### src/rms_pkg.sv
// ----------------------------------------------------------------------------
// rms_pkg: shared types and constants for the rate-monotonic scheduler
// Task table sizing, event codes, controller states and control structs.
// ----------------------------------------------------------------------------
`default_nettype none

package rms_pkg;

    localparam int MAX_TASKS = 8;
    localparam int TIME_BITS = 32;
    localparam int IDX_W     = $clog2(MAX_TASKS);
    localparam int SCAN_W    = $clog2(MAX_TASKS + 1);
    localparam int CU_W      = $clog2(TIME_BITS);

    localparam logic CMD_LOAD = 1'b0;
    localparam logic CMD_TICK = 1'b1;

    typedef enum logic [2:0] {
        EV_IDLE     = 3'd0,
        EV_RUNNING  = 3'd1,
        EV_PREEMPT  = 3'd2,
        EV_DONE     = 3'd3,
        EV_LATE     = 3'd4,
        EV_LOAD     = 3'd5
    } t_event;

    typedef enum logic [2:0] {
        ST_IDLE,
        ST_SCAN,
        ST_DECIDE,
        ST_CATCHUP,
        ST_OUT
    } t_state;

    // controller to datapath
    typedef struct packed {
        logic load;        // write the addressed slot
        logic scan_clr;    // start best-ready scan
        logic scan_step;   // examine one slot
        logic decide;      // perform tick decision and work
        logic catchup;     // one catch-up remainder step
        logic out_load;    // capture result
    } t_ctrl;

    // datapath to controller
    typedef struct packed {
        logic scan_done;
        logic need_catchup;
    } t_stat;

endpackage

`default_nettype wire

### src/rms_ctrl.sv
// ----------------------------------------------------------------------------
// rms_ctrl: scheduler controller
// Sequences load, slot scan, tick decision, release catch-up and output.
// ----------------------------------------------------------------------------
`default_nettype none

module rms_ctrl (
    input  wire logic          i_clk,
    input  wire logic          i_rst_n,
    input  wire logic          i_valid,
    input  wire logic          i_command,
    input  wire logic          i_out_busy,
    input  wire rms_pkg::t_stat i_stat,
    output logic               o_in_stall,
    output rms_pkg::t_ctrl     o_ctrl
);
    import rms_pkg::*;

    t_state r_state, n_state;

    // state register
    always_ff @(posedge i_clk) begin
        if (!i_rst_n) r_state <= ST_IDLE;
        else          r_state <= n_state;
    end

    // next state and commands
    always_comb begin
        n_state    = r_state;
        o_ctrl     = '0;
        o_in_stall = 1'b1;
        unique case (r_state)
            ST_IDLE: begin
                o_in_stall = 1'b0;
                if (i_valid) begin
                    if (i_command == CMD_LOAD) begin
                        o_ctrl.load = 1'b1;
                        n_state     = ST_OUT;
                    end else begin
                        o_ctrl.scan_clr = 1'b1;
                        n_state         = ST_SCAN;
                    end
                end
            end
            ST_SCAN: begin
                o_ctrl.scan_step = 1'b1;
                if (i_stat.scan_done) n_state = ST_DECIDE;
            end
            ST_DECIDE: begin
                o_ctrl.decide = 1'b1;
                n_state       = ST_CATCHUP;
            end
            ST_CATCHUP: begin
                if (i_stat.need_catchup) o_ctrl.catchup = 1'b1;
                else                     n_state = ST_OUT;
            end
            ST_OUT: begin
                if (!i_out_busy) begin
                    o_ctrl.out_load = 1'b1;
                    n_state         = ST_IDLE;
                end
            end
            default: n_state = ST_IDLE;
        endcase
    end

    // only one datapath command per cycle
    a_one_cmd: assert property (@(posedge i_clk) disable iff (!i_rst_n)
        $onehot0(o_ctrl)) else $error("multiple datapath commands");
    a_scan_to_decide: assert property (@(posedge i_clk) disable iff (!i_rst_n)
        (r_state == ST_SCAN && i_stat.scan_done) |=> r_state == ST_DECIDE)
        else $error("scan did not lead to decide");
    a_accept_idle: assert property (@(posedge i_clk) disable iff (!i_rst_n)
        !o_in_stall |-> r_state == ST_IDLE) else $error("accept outside idle");

endmodule

`default_nettype wire

### src/rms_dp.sv
// ----------------------------------------------------------------------------
// rms_dp: scheduler datapath
// Task table, serial best-ready scan, tick work and release catch-up.
// ----------------------------------------------------------------------------
`default_nettype none

module rms_dp (
    input  wire logic                          i_clk,
    input  wire logic                          i_rst_n,
    input  wire rms_pkg::t_ctrl                i_ctrl,
    input  wire logic                          i_switch_overhead,
    input  wire logic [2:0]                    i_task_index,
    input  wire logic [15:0]                   i_task_period,
    input  wire logic [15:0]                   i_exec_time,
    input  wire logic [15:0]                   i_job_count,
    output rms_pkg::t_stat                     o_stat,
    output logic [2:0]                         o_event,
    output logic [2:0]                         o_running,
    output logic [31:0]                        o_now,
    output logic [15:0]                        o_missed,
    output logic                               o_all_done
);
    import rms_pkg::*;

    typedef logic [TIME_BITS-1:0] t_time;

    logic [15:0]  r_period [MAX_TASKS];
    logic [15:0]  r_exec   [MAX_TASKS];
    logic [15:0]  r_remain [MAX_TASKS];
    t_time        r_rel    [MAX_TASKS];
    t_time        r_dl     [MAX_TASKS];
    logic [15:0]  r_jobs   [MAX_TASKS];
    logic         r_late   [MAX_TASKS];
    t_time        r_now;
    logic         r_run_v;
    logic [IDX_W-1:0] r_run_idx;
    logic [15:0]  r_miss;
    t_event       r_ev;

    // scan registers
    logic [SCAN_W-1:0] r_scan;
    logic              r_best_v;
    logic [IDX_W-1:0]  r_best;

    // catch-up registers: serial remainder of the release lag by the period
    logic             r_cu;
    logic [IDX_W-1:0] r_cu_idx;
    t_time            r_cu_d;
    logic [15:0]      r_cu_rem;
    logic [CU_W-1:0]  r_cu_cnt;

    // output registers
    logic [2:0]  r_o_ev;
    logic [2:0]  r_o_run;
    logic [31:0] r_o_now;
    logic [15:0] r_o_miss;
    logic        r_o_done;

    logic [IDX_W-1:0] scan_idx;
    logic             scan_ready;
    logic             load_hit;
    logic [IDX_W-1:0] load_idx;

    assign scan_idx   = r_scan[IDX_W-1:0];
    assign scan_ready = (r_jobs[scan_idx] != 16'd0) && (r_rel[scan_idx] <= r_now);
    assign load_idx   = i_task_index[IDX_W-1:0];
    assign load_hit   = ({1'b0, i_task_index} < 4'(MAX_TASKS));

    assign o_stat.scan_done    = (r_scan == SCAN_W'(MAX_TASKS - 1));
    assign o_stat.need_catchup = r_cu;

    // tick decision, combinational view of one work step
    logic             d_run_v;
    logic [IDX_W-1:0] d_run_idx;
    logic             d_work;
    t_time            d_now;
    t_event           d_ev;
    logic             d_preempt;

    t_time            w_now1, w_now2, w_rel, w_dl;
    logic             w_done, w_late;
    logic [15:0]      w_per;

    // catch-up step: restoring remainder, one lag bit per cycle
    logic [15:0]      cu_per;
    logic [16:0]      cu_shift, cu_sub;
    logic [15:0]      cu_rem_n;
    logic             cu_last;
    t_time            cu_rel;

    assign cu_per   = r_period[r_cu_idx];
    assign cu_shift = {r_cu_rem, r_cu_d[TIME_BITS-1]};
    assign cu_sub   = cu_shift - {1'b0, cu_per};
    assign cu_rem_n = (cu_shift >= {1'b0, cu_per}) ? cu_sub[15:0] : cu_shift[15:0];
    assign cu_last  = (r_cu_cnt == CU_W'(TIME_BITS - 1));
    // release lands on the first period boundary not before now
    assign cu_rel   = r_now + t_time'((cu_rem_n != 16'd0) ? cu_per - cu_rem_n : 16'd0);

    always_comb begin
        d_run_v   = r_run_v;
        d_run_idx = r_run_idx;
        d_work    = 1'b0;
        d_now     = r_now;
        d_ev      = EV_RUNNING;
        d_preempt = 1'b0;
        if (!r_run_v) begin
            if (!r_best_v) begin
                d_now = r_now + t_time'(1);
                d_ev  = EV_IDLE;
            end else begin
                d_run_v   = 1'b1;
                d_run_idx = r_best;
                d_work    = 1'b1;
            end
        end else if (r_best_v && (r_period[r_best] < r_period[r_run_idx])) begin
            d_run_idx = r_best;
            d_preempt = 1'b1;
            d_ev      = EV_PREEMPT;
            if (i_switch_overhead) d_now = r_now + t_time'(1);
            else                   d_work = 1'b1;
        end else begin
            d_work = 1'b1;
        end
        // work step on the chosen slot
        w_per  = r_period[d_run_idx];
        w_now1 = r_now + t_time'(1);
        w_done = (r_remain[d_run_idx] <= 16'd1);
        w_late = (r_dl[d_run_idx] < w_now1);
        w_now2 = i_switch_overhead ? w_now1 + t_time'(1) : w_now1;
        w_rel  = r_rel[d_run_idx] + t_time'(w_per);
        w_dl   = w_rel + t_time'(w_per);
        if (d_work) begin
            if (w_done) begin
                d_now = w_now2;
                d_ev  = w_late ? EV_LATE : EV_DONE;
            end else begin
                d_now = w_now1;
            end
        end
    end

    // datapath registers
    always_ff @(posedge i_clk) begin
        if (!i_rst_n) begin
            for (int i = 0; i < MAX_TASKS; i++) begin
                r_period[i] <= '0;
                r_exec[i]   <= '0;
                r_remain[i] <= '0;
                r_rel[i]    <= '0;
                r_dl[i]     <= '0;
                r_jobs[i]   <= '0;
                r_late[i]   <= 1'b0;
            end
            r_now     <= '0;
            r_run_v   <= 1'b0;
            r_run_idx <= '0;
            r_miss    <= '0;
            r_ev      <= EV_IDLE;
            r_scan    <= '0;
            r_best_v  <= 1'b0;
            r_best    <= '0;
            r_cu      <= 1'b0;
            r_cu_idx  <= '0;
            r_cu_d    <= '0;
            r_cu_rem  <= '0;
            r_cu_cnt  <= '0;
        end else begin
            // load one slot
            if (i_ctrl.load) begin
                if (load_hit) begin
                    r_period[load_idx] <= i_task_period;
                    r_exec[load_idx]   <= i_exec_time;
                    r_remain[load_idx] <= i_exec_time;
                    r_rel[load_idx]    <= '0;
                    r_dl[load_idx]     <= t_time'(i_task_period);
                    r_jobs[load_idx]   <= i_job_count;
                    r_late[load_idx]   <= 1'b0;
                    if (r_run_v && r_run_idx == load_idx) r_run_v <= 1'b0;
                end
                r_ev <= EV_LOAD;
            end
            // serial scan, one slot per cycle
            if (i_ctrl.scan_clr) begin
                r_scan   <= '0;
                r_best_v <= 1'b0;
            end
            if (i_ctrl.scan_step) begin
                if (scan_ready &&
                    (!r_best_v || r_period[scan_idx] < r_period[r_best])) begin
                    r_best_v <= 1'b1;
                    r_best   <= scan_idx;
                end
                if (!o_stat.scan_done) r_scan <= r_scan + SCAN_W'(1);
            end
            // tick decision
            if (i_ctrl.decide) begin
                r_run_idx <= d_run_idx;
                r_now     <= d_now;
                r_ev      <= d_ev;
                if (d_work && w_done) begin
                    if (w_late && r_miss != 16'hFFFF) r_miss <= r_miss + 16'd1;
                    r_rel[d_run_idx]    <= w_rel;
                    r_dl[d_run_idx]     <= w_dl;
                    r_remain[d_run_idx] <= r_exec[d_run_idx];
                    if (r_jobs[d_run_idx] != 16'd0)
                        r_jobs[d_run_idx] <= r_jobs[d_run_idx] - 16'd1;
                    r_late[d_run_idx]   <= w_late;
                    r_run_v             <= 1'b0;
                    r_cu                <= w_late && (w_per != 16'd0) && (w_rel < w_now2);
                    r_cu_idx            <= d_run_idx;
                    r_cu_d              <= w_now2 - w_rel;
                    r_cu_rem            <= '0;
                    r_cu_cnt            <= '0;
                end else begin
                    r_run_v <= d_run_v;
                    r_cu    <= 1'b0;
                    if (d_work) r_remain[d_run_idx] <= r_remain[d_run_idx] - 16'd1;
                end
            end
            // catch-up: lag mod period, one lag bit per step, then move release
            if (i_ctrl.catchup) begin
                r_cu_d   <= {r_cu_d[TIME_BITS-2:0], 1'b0};
                r_cu_rem <= cu_rem_n;
                r_cu_cnt <= r_cu_cnt + CU_W'(1);
                if (cu_last) begin
                    r_cu            <= 1'b0;
                    r_rel[r_cu_idx] <= cu_rel;
                    r_dl[r_cu_idx]  <= cu_rel + t_time'(cu_per);
                end
            end
        end
    end

    // all-done reduction over the table
    logic any_jobs;
    always_comb begin
        any_jobs = 1'b0;
        for (int i = 0; i < MAX_TASKS; i++)
            if (r_jobs[i] != 16'd0) any_jobs = 1'b1;
    end

    // output register
    always_ff @(posedge i_clk) begin
        if (i_ctrl.out_load) begin
            r_o_ev   <= r_ev;
            r_o_run  <= r_run_v ? 3'(r_run_idx) : 3'd0;
            r_o_now  <= r_now[31:0];
            r_o_miss <= r_miss;
            r_o_done <= !any_jobs;
        end
    end

    assign o_event    = r_o_ev;
    assign o_running  = r_o_run;
    assign o_now      = r_o_now;
    assign o_missed   = r_o_miss;
    assign o_all_done = r_o_done;

    a_cu_late: assert property (@(posedge i_clk) disable iff (!i_rst_n)
        i_ctrl.catchup |-> r_cu) else $error("catch-up without late job");
    a_miss_mono: assert property (@(posedge i_clk) disable iff (!i_rst_n)
        1'b1 |=> r_miss >= $past(r_miss)) else $error("miss counter decreased");
    a_preempt_overhead: assert property (@(posedge i_clk) disable iff (!i_rst_n)
        (i_ctrl.decide && d_preempt && i_switch_overhead) |=> r_run_v)
        else $error("preempt with overhead lost running task");

endmodule

`default_nettype wire

### src/rate_monotonic_task_scheduler_unit.sv
// Latency: a load result passes through the OUT state into the output
// register; a tick result through SCAN (one slot per step), DECIDE, CATCHUP
// and OUT, with serial release catch-up steps in CATCHUP after a late job whose next release already lies in the past.
// Throughput: one item at a time; the next item is accepted only after the
// result is registered, so the serial slot scan limits the tick rate, and a
// stalled result holds off the next item.
// Reset (synchronous, active low) clears the task table, time, miss count
// and running slot; switch_overhead resets to 1.
// ----------------------------------------------------------------------------
// rate_monotonic_task_scheduler_unit: preemptive rate-monotonic scheduler
// Top level: handshakes, configuration register, controller and datapath.
// ----------------------------------------------------------------------------
`default_nettype none

module rate_monotonic_task_scheduler_unit (
    input  wire logic        i_clk,
    input  wire logic        i_rst_n,
    input  wire logic        i_cfg_valid,
    output logic             o_cfg_ready,
    input  wire logic        i_cfg_data,
    input  wire logic        i_valid,
    output logic             o_stall,
    input  wire logic        i_command,
    input  wire logic [2:0]  i_task_index,
    input  wire logic [15:0] i_task_period,
    input  wire logic [15:0] i_exec_time,
    input  wire logic [15:0] i_job_count,
    output logic             o_valid,
    input  wire logic        i_stall,
    output logic [2:0]       o_event_res,
    output logic [2:0]       o_running_task,
    output logic [31:0]      o_now,
    output logic [15:0]      o_missed_total,
    output logic             o_all_done
);
    import rms_pkg::*;

    t_ctrl ctrl;
    t_stat stat;
    logic  r_sw;
    logic  r_out_v;
    logic  out_busy;

    // configuration register
    assign o_cfg_ready = 1'b1;
    always_ff @(posedge i_clk) begin
        if (!i_rst_n)         r_sw <= 1'b1;
        else if (i_cfg_valid) r_sw <= i_cfg_data;
    end

    // output valid
    assign out_busy = r_out_v && i_stall;
    always_ff @(posedge i_clk) begin
        if (!i_rst_n)          r_out_v <= 1'b0;
        else if (ctrl.out_load) r_out_v <= 1'b1;
        else if (!i_stall)     r_out_v <= 1'b0;
    end
    assign o_valid = r_out_v;

    rms_ctrl u_ctrl (
        .i_clk      (i_clk),
        .i_rst_n    (i_rst_n),
        .i_valid    (i_valid),
        .i_command  (i_command),
        .i_out_busy (out_busy),
        .i_stat     (stat),
        .o_in_stall (o_stall),
        .o_ctrl     (ctrl)
    );

    rms_dp u_dp (
        .i_clk             (i_clk),
        .i_rst_n           (i_rst_n),
        .i_ctrl            (ctrl),
        .i_switch_overhead (r_sw),
        .i_task_index      (i_task_index),
        .i_task_period     (i_task_period),
        .i_exec_time       (i_exec_time),
        .i_job_count       (i_job_count),
        .o_stat            (stat),
        .o_event           (o_event_res),
        .o_running         (o_running_task),
        .o_now             (o_now),
        .o_missed          (o_missed_total),
        .o_all_done        (o_all_done)
    );

endmodule

`default_nettype wire

### config.mk
export PLATFORM = sky130hd
export DESIGN_NAME = rate_monotonic_task_scheduler_unit
export DESIGN_NICKNAME = d
export VERILOG_FILES = /design/src/rms_pkg.sv /design/src/rms_ctrl.sv /design/src/rms_dp.sv /design/src/rate_monotonic_task_scheduler_unit.sv
export SDC_FILE = /design/constraint.sdc
export NUM_CORES = 2
export LEC_CHECK = 0
export ABC_AREA = 1
export BUFFER_PORTS_ARGS = -buffer_cell sky130_fd_sc_hd__buf_2
export CELL_PAD_IN_SITES_DETAIL_PLACEMENT = 1
export CELL_PAD_IN_SITES_GLOBAL_PLACEMENT = 1
export CORE_AREA = 2 2 388 390
export DETAILED_ROUTE_END_ITERATION = 10
export DIE_AREA = 0 0 390 392
export PLACE_DENSITY = 0.89
export SLEW_MARGIN = 30
export SYNTH_ARGS = -nofsm -noshare
export SYNTH_HDL_FRONTEND = slang
export SYNTH_SLANG_ARGS = --single-unit
### constraint.sdc
create_clock -name i_clk -period 25.7 [get_ports i_clk]
set_input_delay 5.14 -clock i_clk [delete_from_list [all_inputs] [get_ports i_clk]]
set_output_delay 5.14 -clock i_clk [all_outputs]
set_load 0.1 [all_outputs]
## Yosys cells after proc, flatten, opt, wreduce, memory -nomap -nowiden

Memories as Yosys holds them, arrays and structs flattened. A register that Yosys moved wholly into a read port is not among the register bits.
Cells that the tools add are included.

| operators by class | value |
|---|---|
| $add $sub $neg | 14 |
| magnitude comparators | 7 |
| equal/unequal tests | 16 |
| mux-type cells | 143 |
| bitwise logic cells | 2 |
| reductions and logical operators | 49 |

Operator list:

| kind | count |
|---|---|
| $mux 32 | 17 |
| $reduce_bool 16->1 | 12 |
| $reduce_or 32->1 | 6 |
| $mux 16 | 11 |
| $mux 3 | 35 |
| $add 32x16->32 | 3 |
| $reduce_or 16->1 | 6 |
| $mux 1 | 70 |
| $add 32x1->32 const B | 2 |
| $lt 32x32->1 | 2 |
| $add 32x32->32 | 1 |
| $le 32x32->1 | 1 |
| $lt 16x16->1 | 2 |
| $sub 16x1->16 const B | 2 |
| $sub 32x32->32 | 1 |
| $ge 17x16->1 | 1 |
| $sub 16x16->17 | 1 |
| $add 16x1->16 const B | 1 |
| $le 16x1->1 const B | 1 |
| $ne 16x16->1 const B | 1 |
| $sub 16x16->16 | 1 |
| $mux 5 | 3 |
| $pmux 3 s5 | 1 |
| $mux 4 | 3 |
| 24 further kinds | 47 |

| word-level totals | value |
|---|---|
| bits in registers | 180 |
| bits in writable memories | 1024 |
| input port bits | 58 |
| output and inout port bits | 58 |
| logic and storage cells | 259 |
| memories | 6 |

Memory list:

| name | depth | width | rd ports | clocked after Yosys merged registers in | wr ports | line | source |
|---|---|---|---|---|---|---|---|
| u_dp.r_dl | 8 | 32 | 1 | 0 | 8 | rms_dp.sv:31 | `t_time r_dl [MAX_TASKS];` |
| u_dp.r_rel | 8 | 32 | 2 | 1 | 8 | rms_dp.sv:30 | `t_time r_rel [MAX_TASKS];` |
| u_dp.r_exec | 8 | 16 | 1 | 0 | 8 | rms_dp.sv:28 | `logic [15:0] r_exec [MAX_TASKS];` |
| u_dp.r_jobs | 8 | 16 | 10 | 1 | 8 | rms_dp.sv:32 | `logic [15:0] r_jobs [MAX_TASKS];` |
| u_dp.r_period | 8 | 16 | 5 | 4 | 8 | rms_dp.sv:27 | `logic [15:0] r_period [MAX_TASKS];` |
| u_dp.r_remain | 8 | 16 | 1 | 0 | 8 | rms_dp.sv:29 | `logic [15:0] r_remain [MAX_TASKS];` |

## Longest topological paths before layout

An unclocked memory read counts as a cell.

| logic depth | value |
|---|---|
| word-level depth | 14 |
| mapped depth | 71 |
| depth with buffers taken out | 60 |

## Modules after synthesis

Synthesis repeated with hierarchy kept, for this count alone.

| unflattened totals | value |
|---|---|
| cells, all modules | 8945 |
| area total of the unflattened synthesis | 74363.8 µm² |

Modules (own cells, without submodules):

| module | times used | cells an instance | area each (µm²) | seq. area each (µm²) |
|---|---|---|---|---|
| rms_dp | 1 | 8887 | 74003.5 | 34983.6 |
| rms_ctrl | 1 | 45 | 269.0 | 60.1 |
| rate_monotonic_task_scheduler_unit | 1 | 13 | 91.3 | 40.0 |

## Worst setup path after synthesis

OpenSTA, ideal clock, no wires.

| path | value |
|---|---|
| kind | register to register |
| start | register (tool-made name) |
| end | memory u_dp.r_dl[0][30] (netlist bit) (data pin) |
| library setup time | 0.262 ns |
| arrival | 9.124 ns |
| data required time | 25.438 ns |
| path slack | 16.314 ns |
| cell stages (with the launch flop) | 61 |
| path buffers | 6 |
| clock period less this slack | 9.386 ns |
| cell sequence | dfxtp_1 clkbuf_1 clkbuf_1 clkbuf_1 clkbuf_1 o21ai_0 nand2_1 inv_1 o21ai_0 inv_1 ha_1 nand2_1 o21ai_0 nand2_1 nand2_1 a21oi_1 o21bai_1 a21oi_1 (+25 left out) o21ai_0 inv_1 o21ai_0 nand3_1 nand2_1 nand2_1 nand2_1 a21oi_1 o21ai_0 nand3_1 nor2_1 nand3_1 nor3_1 nand2_1 nand2_1 nand2_1 nand2_1 a21oi_1 |

RTL lines:

| item | line |
|---|---|
| end: declaration | rms_dp.sv:31 |

==> results.txt <==
Status: finished, final reports clean
WP data required: 26.20 ns
Synth Area in Compound Gates: 0.169
Final Cell Area: 80,300 um2
Post-CTS setup buffers: 0
VDD IR max: 0.0864 mV
Adder-Cell Fraction of Synth Area: 0.0423
Vias in the first global route: 73,600
I/O pins: 116
CTS buffer count: 141
Final ANT Viol Nets: 0
Fmax achieved: 73.9 MHz
Max-cap violations: 0
Max incr delay on CP: 0.70 ns
GRT Total Usage: 0.389
Die Area: 153,000 um2
PortBufs: 114
Final wirelength: 304,000 um
Cell area after synthesis: 73,800 um2
Largest area contributor in the netlist: edfxtp_1
Kind of critical path: flip-flop to flip-flop
Non-Filler Instances: 11,100
Most frequent cells after synthesis: nand2_1, nor2_1, edfxtp_1, a21oi_1, o21ai_0
Fillcell total: 17,800
Yosys cell types: 73
Syn nets: 9,419
HPWL after DPL: 199,000 um
Startpoint types: flip-flop
Crit path max-delay family: compound AO/OA/AOI/OAI gates
Post-layout util: 0.539
Cell Area, Placed: 75,500 um2
DRT Pass-1 Iters: 8
# rows: 142
Via-to-Cell Ratio: 6.45
WL per Instance: 27.5 um
Slew HR: 0.269
Setup TNS: 0 ns
Maximum number of pins on one net before global-route repair: 120
Largest family of logic cells by synthesized area: simple AND/OR/NAND/NOR gates
Nets: 9,309
Residual DRC: 0
Synth top area share: 0.439
Worst path slowest cell: nand2_1
CTS H-Tree Depth: 4
DIE WIDTH: 390 um
Asr flop ratio synth: 0
Synth top area cells: edfxtp_1, nand2_1, nor2_1
Hold WC Path Type: flip-flop to flip-flop
Min cycle time layout: 13.53 ns
Most common cell in the netlist: nand2_1
Max Slew Vio Count: 0
Skew final: 0.0329 ns
Synth Area per Inst: 8.09 um2
Warnings from Yosys: 0
Final period util: 0.526
Die Ht: 392 um
Worst Path Arrival: 14.03 ns
Sink Count: 1,213
XOR/XNOR Fraction of Synth Area: 0.0201
Clock transition at path regs: 0.06 ns
Power Density: 114 nW/um2
Starting Density: 0.496
Core ar.: 149,000 um2
Final Setup Violations: 0
CP bufs+invs: 13
Synth Flop Type: edfxtp_1
Mux contribution to synthesized area: 0.000407
CP Max Fanout: 65
Pleak: 0.0321 uW
Tightest Pin Transition: 1.09 ns
CTS-repair resized insts: 0
Seq/Total Area, Yosys: 0.475
Post-Synth Simple-Gate Area: 0.213
Hold_buf cts: 0
Layout Area Growth over Synthesis: 8.81%
Routed via count: 71,400
Clock root cell: clkbuf_16
RSZ-0062 raised after global routing: no
Register area: 35,100 um2
Most frequent CP cell: nand2_1
Global route overflow: 0
Area of the multi-input gates: 33,000 um2
Placed cells: 10,800
Initial antenna violation count: 13
Hold Slack: 0.475 ns
First-pass GRT wire length: 450,000 um
#FFs+latches synth: 1,213
Clock Path Buffers: 3
Layout cell share with drive strength beyond 1: 0.0680
CTS tree: done
Syn Inst Count: 9,116
Skew-Pair Late Insertion Delay: 0.81 ns
Post-synth EDFFs: 1,079
DRT iter0 DRCs: 8,992
CP endpoint kind: flip-flop
RePlAce Congestion: 1.03
Hold Vio Cnt, Final: 0
==> worst paths after layout <==
kind / cells after the start / endpoint / slack, ns / startpoint
hold / removal: 2 / u_dp.r_cu_cnt[4] / 0.47 / u_dp.r_cu_cnt[4]
setup reg to reg: 58 / u_dp.r_dl[1][28] / 12.17 / flip-flop
setup / recovery: 58 / u_dp.r_dl[1][28] / 12.17 / flip-flop
hold reg to reg: 2 / u_dp.r_cu_cnt[4] / 0.47 / u_dp.r_cu_cnt[4]
==> registers in the layout (all words and copies together) (netlist names), 3 cells and up, named ones only <==
name and cells:
u_dp.o_missed 16, u_dp.r_cu_idx 3, u_dp.r_remain 128, u_dp.r_scan 4
u_dp.r_run_idx 3, u_dp.r_period 128, u_dp.r_cu_cnt 5, u_dp.r_rel 256
u_ctrl.r_state 3, u_dp.r_jobs 128, u_dp.o_running 3, u_dp.r_ev 3
u_dp.r_miss 16, u_dp.r_cu_rem 16, u_dp.r_now 32, u_dp.r_cu_d 32
u_dp.r_exec 128, u_dp.r_best 3, u_dp.r_dl 256, u_dp.o_event 3
u_dp.o_now 32
==> cell families after synthesis <==
| family | count (synthesis) |
|---|---|
| and+or+nand+nor | 3826 |
| AOI/OAI and AO/OA | 2245 |
| adders and majority gates | 245 |
| xor gates and xnor gates | 169 |
| DFF | 1213 |
| buffers and inverters | 1414 |
| other | 1 |
| muxes | 3 |
==> where the power goes <==
part / switching [uW] / internal [uW] / leakage [uW]
Sequential: 87.3 / 2250 / 0.0122
Clock: 890 / 1230 / 0.00229
Combinational: 3370 / 1300 / 0.0176
==> per-layer routing <==
layer	up-vias	share of wire	global-route usage	wire [um]
met2	4373	0.46	0.629	140000
met4	20	0.066	0.239	19900
met5	-	0.00043	0	132
met3	1165	0.10	0.0790	31500
met1	35000	0.37	0.479	113000
li1	30800	-	-	-
==> layout make-up <==
| cell class | count | share of cell area |
|---|---|---|
| clock buffer | 173 | 0.0467 |
| antenna | 7 | 0.000218 |
| multi-input combinational | 6489 | 0.411 |
| inverter | 920 | 0.0433 |
| sequential | 1213 | 0.437 |
| clock inverter | 82 | 0.0124 |
| tap | 1944 | 0.0303 |
| timing repair buffer | 241 | 0.0195 |
==> cell usage in the layout (no fill, tap or decap), drive strengths merged, types with 26 or more instances in the layout <==
cell	instances
clkinv	86
o22ai	47
buf	241
edfxtp	1079
o211ai	117
clkbuf	173
nand4	64
a31oi	99
xor2	128
a211oi	36
nor2	1455
o21ai	919
or2	26
xnor2	41
nand2	1691
nand3	419
a32o	48
a21oi	889
nor4	53
inv	889
nor3	98
dfxtp	134
ha	238
==> worst reg2reg max path: cells and delay by family (launching register included) <==
kind,cells,cell delay [ns]
AOI/OAI and AO/OA,17,4.84
and+or+nand+nor,25,4.33
buffers and inverters,13,2.67
adders and majority gates,3,1.05
DFF,1,0.31
==> stage by stage <==
step                setup WS (ns)  power [uW]
floorplan                   16.31        5410
global placement            13.31        6600
detailed placement          12.89        6800
CTS                         12.66        8950
global route                11.14        9510
finish                      12.17        9120
(Power assumes the default switching activity.)
